--- src/rtl/gamepad_chord_turbo_decoder_defines.svh ---
// Assertion macros for the gamepad chord and turbo decoder; gctd_chord uses them.
`ifndef GAMEPAD_CHORD_TURBO_DECODER_DEFINES_SVH
`define GAMEPAD_CHORD_TURBO_DECODER_DEFINES_SVH
`ifndef NO_ASSERTIONS
`define GCTD_ASSERT(label, prop) \
    label: assert property (@(posedge aclk) disable iff (!aresetn) prop) \
        else $error("gctd: property failed");
`define GCTD_ASSERT_NEXT(label, cond, conseq) \
    label: assert property (@(posedge aclk) disable iff (!aresetn) (cond) |=> (conseq)) \
        else $error("gctd: follow-up check failed");
`else
`define GCTD_ASSERT(label, prop)
`define GCTD_ASSERT_NEXT(label, cond, conseq)
`endif
`endif

--- src/rtl/gctd_pkg.sv ---
// Shared constants, key bit positions and the decode record of the chord and turbo decoder.
package gctd_pkg;

    localparam int unsigned MASK_W = 16;
    localparam int unsigned TIME_W = 32;
    localparam int unsigned GAME_W = 8;
    localparam int unsigned NAV_W  = 6;
    localparam int unsigned ACT_W  = 7;

    localparam int unsigned S_TDATA_W = 48;
    localparam int unsigned M_TDATA_W = 24;
    localparam int unsigned M_PAD_W   = M_TDATA_W - GAME_W - NAV_W - ACT_W;

    // Turbo half period in milliseconds; a value of zero behaves as one.
    localparam int unsigned TURBO_HALF_MS  = 50;
    localparam int unsigned TURBO_HALF_EFF = (TURBO_HALF_MS == 0) ? 1 : TURBO_HALF_MS;

    // Slot index = (d * TURBO_RECIP) >> TURBO_SHIFT, exact for every 32-bit d.
    localparam int unsigned TURBO_SHIFT = TIME_W + $clog2(TURBO_HALF_EFF);
    localparam int unsigned RECIP_W     = TIME_W + 1;
    localparam int unsigned HALF_W      = TIME_W / 2;
    localparam int unsigned PROD_W      = TIME_W + RECIP_W;
    localparam logic [RECIP_W-1:0] TURBO_RECIP = RECIP_W'(
        ((64'd1 << TURBO_SHIFT) + 64'(TURBO_HALF_EFF) - 64'd1) / 64'(TURBO_HALF_EFF));

    // Bit positions in the pressed mask.
    localparam int unsigned K_UP     = 0;
    localparam int unsigned K_LEFT   = 1;
    localparam int unsigned K_X      = 3;
    localparam int unsigned K_A      = 4;
    localparam int unsigned K_Y      = 5;
    localparam int unsigned K_B      = 6;
    localparam int unsigned K_R      = 9;
    localparam int unsigned K_START  = 10;
    localparam int unsigned K_SELECT = 12;
    localparam int unsigned K_L      = 13;
    localparam int unsigned K_DOWN   = 14;
    localparam int unsigned K_RIGHT  = 15;

    // Bit positions in the game byte and the navigation field.
    localparam int unsigned G_UP     = 0;
    localparam int unsigned G_DOWN   = 1;
    localparam int unsigned G_LEFT   = 2;
    localparam int unsigned G_RIGHT  = 3;
    localparam int unsigned G_A      = 4;
    localparam int unsigned G_B      = 5;
    localparam int unsigned G_START  = 6;
    localparam int unsigned G_SELECT = 7;

    // Bit positions in the action flags.
    localparam int unsigned ACT_SETTINGS = 0;
    localparam int unsigned ACT_ROTATE   = 1;
    localparam int unsigned ACT_REFRESH  = 2;
    localparam int unsigned ACT_DIM      = 3;
    localparam int unsigned ACT_BRIGHTEN = 4;
    localparam int unsigned ACT_LOAD     = 5;
    localparam int unsigned ACT_SAVE     = 6;

    typedef struct packed {
        logic [ACT_W-1:0]  act;
        logic [NAV_W-1:0]  nav;
        logic [GAME_W-1:0] game_base;
        logic              turbo_a;
        logic              turbo_b;
    } dec_t;

endpackage

--- src/rtl/gamepad_chord_turbo_decoder.sv ---
// Top level of the gamepad chord and turbo decoder: three-stage pipeline with stream handshakes.
//
//  Channel | Direction | tdata fields (low bit first)
//  s_      | in        | keys_held[15:0], now_ms[47:16]
//  m_      | out       | game_buttons[7:0], nav_buttons[13:8], action_flags[20:14], zero
//
// One request is accepted per cycle unless a stalled result holds the pipeline; each result
// passes the chord, turbo and output registers in that order. Chord latches and turbo start
// times update in the accepting cycle; the turbo slot parity takes a partial-product stage and a sum stage.
// Reset clears the key history, chord latches and turbo start times and empties the pipeline.
// A stalled result holds only the stages that have nowhere to go; bubbles behind it still fill.
module gamepad_chord_turbo_decoder (
    input  logic                           aclk,
    input  logic                           aresetn,
    input  logic                           s_tvalid,
    output logic                           s_tready,
    input  logic [gctd_pkg::S_TDATA_W-1:0] s_tdata,   // keys_held, now_ms
    output logic                           m_tvalid,
    input  logic                           m_tready,
    output logic [gctd_pkg::M_TDATA_W-1:0] m_tdata    // game_buttons, nav_buttons, action_flags
);

    logic accept, adv2, adv3;
    logic v1_reg, v2_reg, m_tvalid_reg;

    gctd_pkg::dec_t              dec1, dec2_reg;
    logic [gctd_pkg::TIME_W-1:0] x_elapsed, y_elapsed;
    logic                        x_on, y_on;
    logic [gctd_pkg::GAME_W-1:0] game;
    logic [gctd_pkg::M_TDATA_W-1:0] m_tdata_reg;

    assign adv3     = ~m_tvalid_reg | m_tready;
    assign adv2     = ~v2_reg | adv3;
    assign s_tready = ~v1_reg | adv2;
    assign accept   = s_tvalid & s_tready;

    gctd_chord u_chord (
        .aclk            (aclk),
        .aresetn         (aresetn),
        .accept          (accept),
        .keys_held       (s_tdata[gctd_pkg::MASK_W-1:0]),
        .now_ms          (s_tdata[gctd_pkg::MASK_W +: gctd_pkg::TIME_W]),
        .dec             (dec1),
        .turbo_x_elapsed (x_elapsed),
        .turbo_y_elapsed (y_elapsed)
    );

    gctd_turbo_phase u_turbo_x (
        .aclk     (aclk),
        .load     (adv2 & v1_reg),
        .elapsed  (x_elapsed),
        .turbo_on (x_on)
    );

    gctd_turbo_phase u_turbo_y (
        .aclk     (aclk),
        .load     (adv2 & v1_reg),
        .elapsed  (y_elapsed),
        .turbo_on (y_on)
    );

    always_ff @(posedge aclk) begin
        if (!aresetn) begin
            v1_reg       <= 1'b0;
            v2_reg       <= 1'b0;
            m_tvalid_reg <= 1'b0;
        end else begin
            if (s_tready) begin
                v1_reg <= s_tvalid;
            end
            if (adv2) begin
                v2_reg <= v1_reg;
            end
            if (adv3) begin
                m_tvalid_reg <= v2_reg;
            end
        end
    end

    always_ff @(posedge aclk) begin
        if (adv2 && v1_reg) begin
            dec2_reg <= dec1;
        end
    end

    always_comb begin
        game = dec2_reg.game_base;
        game[gctd_pkg::G_A] = dec2_reg.game_base[gctd_pkg::G_A] | (dec2_reg.turbo_a & x_on);
        game[gctd_pkg::G_B] = dec2_reg.game_base[gctd_pkg::G_B] | (dec2_reg.turbo_b & y_on);
    end

    always_ff @(posedge aclk) begin
        if (adv3 && v2_reg) begin
            m_tdata_reg <= {{gctd_pkg::M_PAD_W{1'b0}}, dec2_reg.act, dec2_reg.nav, game};
        end
    end

    assign m_tvalid = m_tvalid_reg;
    assign m_tdata  = m_tdata_reg;

endmodule

--- src/rtl/gctd_chord.sv ---
// Chord latches, button history and turbo start times, with the first pipeline register.
`include "gamepad_chord_turbo_decoder_defines.svh"

module gctd_chord (
    input  logic                          aclk,
    input  logic                          aresetn,
    input  logic                          accept,
    input  logic [gctd_pkg::MASK_W-1:0]   keys_held,
    input  logic [gctd_pkg::TIME_W-1:0]   now_ms,
    output gctd_pkg::dec_t                dec,
    output logic [gctd_pkg::TIME_W-1:0]   turbo_x_elapsed,
    output logic [gctd_pkg::TIME_W-1:0]   turbo_y_elapsed
);

    logic [gctd_pkg::MASK_W-1:0] prev_reg, prev_next;
    logic [gctd_pkg::TIME_W-1:0] x_start_reg, x_start_next;
    logic [gctd_pkg::TIME_W-1:0] y_start_reg, y_start_next;
    logic settings_reg, settings_next;
    logic rotate_reg, rotate_next;
    logic refresh_reg, refresh_next;
    logic select_used_reg, select_used_next;
    logic start_used_reg, start_used_next;

    gctd_pkg::dec_t              dec_reg, dec_next;
    logic [gctd_pkg::TIME_W-1:0] x_elapsed_reg, y_elapsed_reg;

    logic [gctd_pkg::MASK_W-1:0] p, rise;
    logic set_full, set_any, rot_full, rot_any, ref_only, ref_rise;
    logic set_fire, rot_fire, ref_fire;
    logic sh_any, only_l, only_r, sel_used, st_used;

    assign p = keys_held;

    always_comb begin
        rise = p & ~prev_reg;
        set_full = p[gctd_pkg::K_L] & p[gctd_pkg::K_R]
                 & p[gctd_pkg::K_START] & p[gctd_pkg::K_SELECT];
        set_any  = p[gctd_pkg::K_L] | p[gctd_pkg::K_R]
                 | p[gctd_pkg::K_START] | p[gctd_pkg::K_SELECT];
        rot_full = p[gctd_pkg::K_L] & p[gctd_pkg::K_R] & p[gctd_pkg::K_RIGHT];
        rot_any  = p[gctd_pkg::K_L] | p[gctd_pkg::K_R] | p[gctd_pkg::K_RIGHT];
        ref_only = p[gctd_pkg::K_START] & p[gctd_pkg::K_SELECT]
                 & ~p[gctd_pkg::K_L] & ~p[gctd_pkg::K_R];
        ref_rise = rise[gctd_pkg::K_START] | rise[gctd_pkg::K_SELECT];
        sh_any   = p[gctd_pkg::K_L] | p[gctd_pkg::K_R];
        only_l   = p[gctd_pkg::K_L] & ~p[gctd_pkg::K_R];
        only_r   = p[gctd_pkg::K_R] & ~p[gctd_pkg::K_L];

        set_fire = set_full & ~settings_reg;
        rot_fire = rot_full & (~rotate_reg | rise[gctd_pkg::K_RIGHT]);
        ref_fire = ref_only & ref_rise & ~refresh_reg;

        prev_next        = p;
        x_start_next     = x_start_reg;
        y_start_next     = y_start_reg;
        settings_next    = settings_reg;
        rotate_next      = rotate_reg;
        refresh_next     = refresh_reg;
        select_used_next = select_used_reg;
        start_used_next  = start_used_reg;
        sel_used         = 1'b0;
        st_used          = 1'b0;
        dec_next         = '0;

        if (settings_reg || set_fire) begin
            // Settings chord mutes everything until all four keys are let go.
            dec_next.act[gctd_pkg::ACT_SETTINGS] = set_fire;
            if (set_fire) begin
                refresh_next = 1'b0;
            end
            select_used_next = p[gctd_pkg::K_SELECT];
            start_used_next  = p[gctd_pkg::K_START];
            settings_next    = set_any;
        end else if (rotate_reg || rot_fire) begin
            dec_next.act[gctd_pkg::ACT_ROTATE] = rot_fire;
            rotate_next = rot_any;
        end else if (refresh_reg || ref_fire) begin
            dec_next.act[gctd_pkg::ACT_REFRESH] = ref_fire;
            select_used_next = p[gctd_pkg::K_SELECT];
            start_used_next  = p[gctd_pkg::K_START];
            refresh_next     = set_any;
        end else begin
            if (rise[gctd_pkg::K_X]) begin
                x_start_next = now_ms;
            end
            if (rise[gctd_pkg::K_Y]) begin
                y_start_next = now_ms;
            end
            sel_used = p[gctd_pkg::K_SELECT] & select_used_reg;
            st_used  = p[gctd_pkg::K_START] & start_used_reg;
            if (p[gctd_pkg::K_SELECT] && !p[gctd_pkg::K_START] && sh_any) begin
                sel_used = 1'b1;
                dec_next.act[gctd_pkg::ACT_DIM] = only_l
                    & (rise[gctd_pkg::K_L] | rise[gctd_pkg::K_SELECT]);
                dec_next.act[gctd_pkg::ACT_BRIGHTEN] = only_r
                    & (rise[gctd_pkg::K_R] | rise[gctd_pkg::K_SELECT]);
            end else if (p[gctd_pkg::K_START] && !p[gctd_pkg::K_SELECT]) begin
                if (sh_any) begin
                    st_used = 1'b1;
                end
                dec_next.act[gctd_pkg::ACT_LOAD] = only_l
                    & (rise[gctd_pkg::K_L] | rise[gctd_pkg::K_START]);
                dec_next.act[gctd_pkg::ACT_SAVE] = only_r
                    & (rise[gctd_pkg::K_R] | rise[gctd_pkg::K_START]);
            end
            select_used_next = sel_used;
            start_used_next  = st_used;

            dec_next.nav[gctd_pkg::G_UP]    = p[gctd_pkg::K_UP];
            dec_next.nav[gctd_pkg::G_DOWN]  = p[gctd_pkg::K_DOWN];
            dec_next.nav[gctd_pkg::G_LEFT]  = p[gctd_pkg::K_LEFT];
            dec_next.nav[gctd_pkg::G_RIGHT] = p[gctd_pkg::K_RIGHT];
            dec_next.nav[gctd_pkg::G_A]     = p[gctd_pkg::K_A];
            dec_next.nav[gctd_pkg::G_B]     = p[gctd_pkg::K_B];
            dec_next.game_base[gctd_pkg::NAV_W-1:0] = dec_next.nav;
            dec_next.game_base[gctd_pkg::G_START]   = p[gctd_pkg::K_START] & ~st_used;
            dec_next.game_base[gctd_pkg::G_SELECT]  = p[gctd_pkg::K_SELECT] & ~sel_used;
            dec_next.turbo_a = p[gctd_pkg::K_X];
            dec_next.turbo_b = p[gctd_pkg::K_Y];
        end
    end

    always_ff @(posedge aclk) begin
        if (!aresetn) begin
            prev_reg        <= '0;
            x_start_reg     <= '0;
            y_start_reg     <= '0;
            settings_reg    <= 1'b0;
            rotate_reg      <= 1'b0;
            refresh_reg     <= 1'b0;
            select_used_reg <= 1'b0;
            start_used_reg  <= 1'b0;
        end else if (accept) begin
            prev_reg        <= prev_next;
            x_start_reg     <= x_start_next;
            y_start_reg     <= y_start_next;
            settings_reg    <= settings_next;
            rotate_reg      <= rotate_next;
            refresh_reg     <= refresh_next;
            select_used_reg <= select_used_next;
            start_used_reg  <= start_used_next;
        end
    end

    // Elapsed times are taken against the start times as this request leaves them.
    always_ff @(posedge aclk) begin
        if (accept) begin
            dec_reg       <= dec_next;
            x_elapsed_reg <= now_ms - x_start_next;
            y_elapsed_reg <= now_ms - y_start_next;
        end
    end

    assign dec             = dec_reg;
    assign turbo_x_elapsed = x_elapsed_reg;
    assign turbo_y_elapsed = y_elapsed_reg;

    `GCTD_ASSERT(settings_refresh_excl, !(settings_reg && refresh_reg))
    `GCTD_ASSERT_NEXT(single_action, accept, $onehot0(dec_reg.act))
    `GCTD_ASSERT_NEXT(settings_mutes, accept && settings_reg,
        dec_reg.nav == '0 && dec_reg.game_base == '0)

endmodule

--- src/rtl/gctd_turbo_phase.sv ---
// Turbo slot parity: elapsed time divided by the half period via a split reciprocal product.
module gctd_turbo_phase (
    input  logic                        aclk,
    input  logic                        load,
    input  logic [gctd_pkg::TIME_W-1:0] elapsed,
    output logic                        turbo_on
);

    localparam int unsigned PP_W = gctd_pkg::RECIP_W + gctd_pkg::HALF_W;

    logic [PP_W-1:0]             pp_lo_reg, pp_hi_reg;
    logic [gctd_pkg::PROD_W-1:0] product;

    // Two half-width partial products, registered before they are summed.
    always_ff @(posedge aclk) begin
        if (load) begin
            pp_lo_reg <= PP_W'(elapsed[gctd_pkg::HALF_W-1:0]) * PP_W'(gctd_pkg::TURBO_RECIP);
            pp_hi_reg <= PP_W'(elapsed[gctd_pkg::TIME_W-1:gctd_pkg::HALF_W])
                       * PP_W'(gctd_pkg::TURBO_RECIP);
        end
    end

    assign product  = (gctd_pkg::PROD_W'(pp_hi_reg) << gctd_pkg::HALF_W)
                    + gctd_pkg::PROD_W'(pp_lo_reg);
    // Even slots counted from the press are the on phase.
    assign turbo_on = ~product[gctd_pkg::TURBO_SHIFT];

endmodule

--- config.mk ---
export PLATFORM = sky130hd
export DESIGN_NAME = gamepad_chord_turbo_decoder
export DESIGN_NICKNAME = d
export VERILOG_FILES = /design/src/rtl/gctd_pkg.sv /design/src/rtl/gamepad_chord_turbo_decoder.sv /design/src/rtl/gctd_chord.sv /design/src/rtl/gctd_turbo_phase.sv
export VERILOG_INCLUDE_DIRS = /design/src /design/src/rtl
export SDC_FILE = /design/constraint.sdc
export NUM_CORES = 2
export LEC_CHECK = 0
export ABC_AREA = 1
export BUFFER_PORTS_ARGS = -buffer_cell sky130_fd_sc_hd__buf_2
export CORE_UTILIZATION = 67
export CTS_BUF_LIST = sky130_fd_sc_hd__clkbuf_8
export CTS_CLUSTER_DIAMETER = 40
export DETAILED_ROUTE_END_ITERATION = 6
export PLACE_DENSITY_LB_ADDON = 0.2
export REMOVE_ABC_BUFFERS = 1
export SYNTH_ARGS = -nofsm -noshare
export SYNTH_HDL_FRONTEND = slang
export SYNTH_SLANG_ARGS = --single-unit
--- constraint.sdc ---
create_clock -name aclk -period 6.3 [get_ports aclk]
set_clock_uncertainty 0.2 [all_clocks]
set_input_delay 0.63 -clock aclk [delete_from_list [all_inputs] [get_ports aclk]]
set_output_delay 0.63 -clock aclk [all_outputs]
set_load 0.005 [all_outputs]
==> impl_metrics.yaml <==
logic_synthesis:
  netlist_top_cells_area: "fa_1 (23%), ha_1 (19%), edfxtp_1 (16%)"
  post-synth-top-count-cell: "inv_1"
  synth_cells: 4729
  yosys_most_used_dff: "edfxtp_1"
  synthArstFlopShare_pct: 0
  yosys.area.top_type_share_pct: 23.1
  seq_area_frac_synth_pct: 19.9
  synth-seq-cells: 286
  post-synth-top-area-cell: "fa_1"
  syn_area_per_cell_um2: 8.27
  yosysWarnings: 0
  synth.distinct_cells: 45
  synth_edf_count: 207
  synthTopCellsByCount: "inv_1 (1150), nand2_1 (972), ha_1 (586), fa_1 (452), nor2_1 (305)"
  syn_area_mm2: 0.0391
global_routing:
  grt_first_pass_wirelength_um: 165000
  grt_max_degree: 101
  antenna_found_initial: 3
  globalRouteOverflowTotal: 0
  track_usage_pct: 35.8
  grt_pass1_vias: 31800
hold_path:
  hp-class: "input pin to register"
  hp-start: "s_tdata[10]"
placement:
  dp_cells: 5543
  globalplace.congestion: 1.02
  hpwl_um: 88500
  pre_cts_ws_ps: 398
  portBuffers: 70
detailed_routing:
  drt-pass1-iter-count: 5
  vias_per_cell: 5.47
  drt_iter0_drc: 2169
  avgRoutedWirePerCell_um: 18.2
  ant_nets: 0
  drc: 0
  num_vias: 30900
  drt_wl_total_um: 103000
clock_tree:
  cts_resized: 0
  clk_pin_slew_ps: 60
  cts_setup_buffers: 0
  clk_latency_ps: 710
  cts_buffers: 58
  root_buffer: "clkbuf_8"
  cts_buffer_depth: 3
  htreeDepth: 2
  cts_tree: "yes"
  cts.sinks: 286
floorplanning:
  die_x_um: 244
  ios: 78
  start_util_pct: 67.8
  dieArea_mm2: 0.0593
  core_area_mm2: 0.0577
  fp.dieH_um: 244
  fp-row-count: 88
worst_setup_path:
  crit_chain: "fa_1 -> inv_1 -> fa_1 -> inv_1 -> fa_1 -> inv_1 -> fa_1 -> inv_1 -> fa_1 -> inv_1 -> fa_1 -> inv_1 -> ha_1 -> a21oi_1 -> inv_1 -> a21oi_1 -> o21bai_1 -> nor2_1 -> nand2_1 -> nand2_1 -> nand2_1"
  cp_max_fo: 6
  r2r-start: "u_chord.turbo_y_elapsed[4]$_DFFE_PP_"
  worstSetupEndpointType: "register"
  cp_common_cell: "inv_1"
  crit_path_start_kind: "register"
  cp_slowest_stage_delay_ps: 640
  cpMaxStageDelayCell: "fa_1"
  critPathLaunch: "u_chord.turbo_y_elapsed[4]$_DFFE_PP_"
  cp.required_ps: 6530
  crit_arrival_ps: 6210
  worst-setup-path-type: "register to register"
finish:
  area_growth_pct: 6.37
  final_layout_size_suffix_gt1_share_pct: 5.09
  finalNetCount: 5933
  fill_cells: 4645
  stdcell_count: 5656
sta:
  worstMarginPinSlew_ps: 1160
  period_minus_slack_ps: 5990
  finalWorstSetupSlack_ps: 314
  hold_viol_final: 0
  slew_viol_final: 0
  finalSetupViolations: 0
  fin_crit_sh_pct: 95.0
  slew_headroom_pct: 22.8
  timing.fmax_mhz: 167
run_status:
  outcome: "complete, no violations"
run:
  cap_violations: 0
kinds of logic after synthesis:
group                    share of synthesized area [%]
AO/OA/AOI/OAI                                     7.71
XOR/XNOR                                          2.19
adder cells (fa/ha/maj)                           41.9
buffers and inverters                             11.8
flip-flops                                        19.9
other                                          0.00959
AND/OR/NAND/NOR                                   16.5
path summary, 6_finish.rpt:
kind / to / slack [ps] / depth (start not counted)
worst max-delay path: u_turbo_y.pp_lo_reg[34]$_DFFE_PP_ / 310 / 21
worst min-delay path: u_chord.start_used_reg$_SDFFE_PN0P_ / 30 / 3
worst max register to register: u_turbo_y.pp_lo_reg[34]$_DFFE_PP_ / 310 / 21
worst min register to register: dec2_reg[12]$_DFFE_PP_ / 210 / 0
through the flow:
stage / area, um2 / TNS, ps / hold slack [ps] / utilization (%)
6_report: 41600 / 0 / 33.7 / 72.1
5_1_grt: 41600 / -0.323 / 32.4 / 72.1
4_1_cts: 41600 / 0 / 0.338 / 72.1
3_5_place_dp: 40300 / 0 / 205 / 69.9
3_3_place_gp: 40300 / 0 / 201 / 69.9
2_1_floorplan: 38800 / 0 / 200 / -
layer usage:
layer  part of all wire, %  GRT usage (%)
met5                 0.025              0
met4                   3.1           10.9
met3                   7.1           5.31
met2                    46           58.8
met1                    44           49.2
timing repair:
item                                    CTS  global route
hold buffers                              5             0
endpoints found under the setup margin    0             0
hold endpoints to repair                  5             0
layout by cell type (no fill, tap or decap), drive strengths merged, types with 2 or more instances in the layout:
cell         count
or2             10
nand3b           9
clkbuf          58
edfxtp         207
nor3            43
bufinv           6
and2             2
nand2          974
fa             452
a211oi           5
ha             586
o21bai          25
a21o            11
and3             2
clkinv          27
nand3          174
a21boi           8
nor3b            3
a21oi          262
o21ai          219
xnor2           22
conb             3
nor2           308
dlygate4sd3      5
buf             91
clkinvlp         5
inv           1162
o21a             5
nor4             9
xor2            76
nand4           40
dfxtp           79
worst max-delay path: cells and delay by family, from the launching register on:
kind,cells,cell delay [ps]
flip-flops,1,590
AO/OA/AOI/OAI,3,630
adder cells (fa/ha/maj),7,3520
AND/OR/NAND/NOR,4,330
buffers and inverters,7,450
cell type report:
type,count,area [um2],share of cell area [%]
inverter,1151,4330,10.4
clock buffer,58,798,1.92
timing repair buffer,96,558,1.34
tap,765,957,2.30
antenna,1,2.50,0.00601
multi-input combinational,3250,26700,64.2
sequential,286,7800,18.7
clock inverter,49,445,1.07
Power is not shown: default switching activity piles up to over one toggle a cycle in this logic, so the estimate is an artifact.
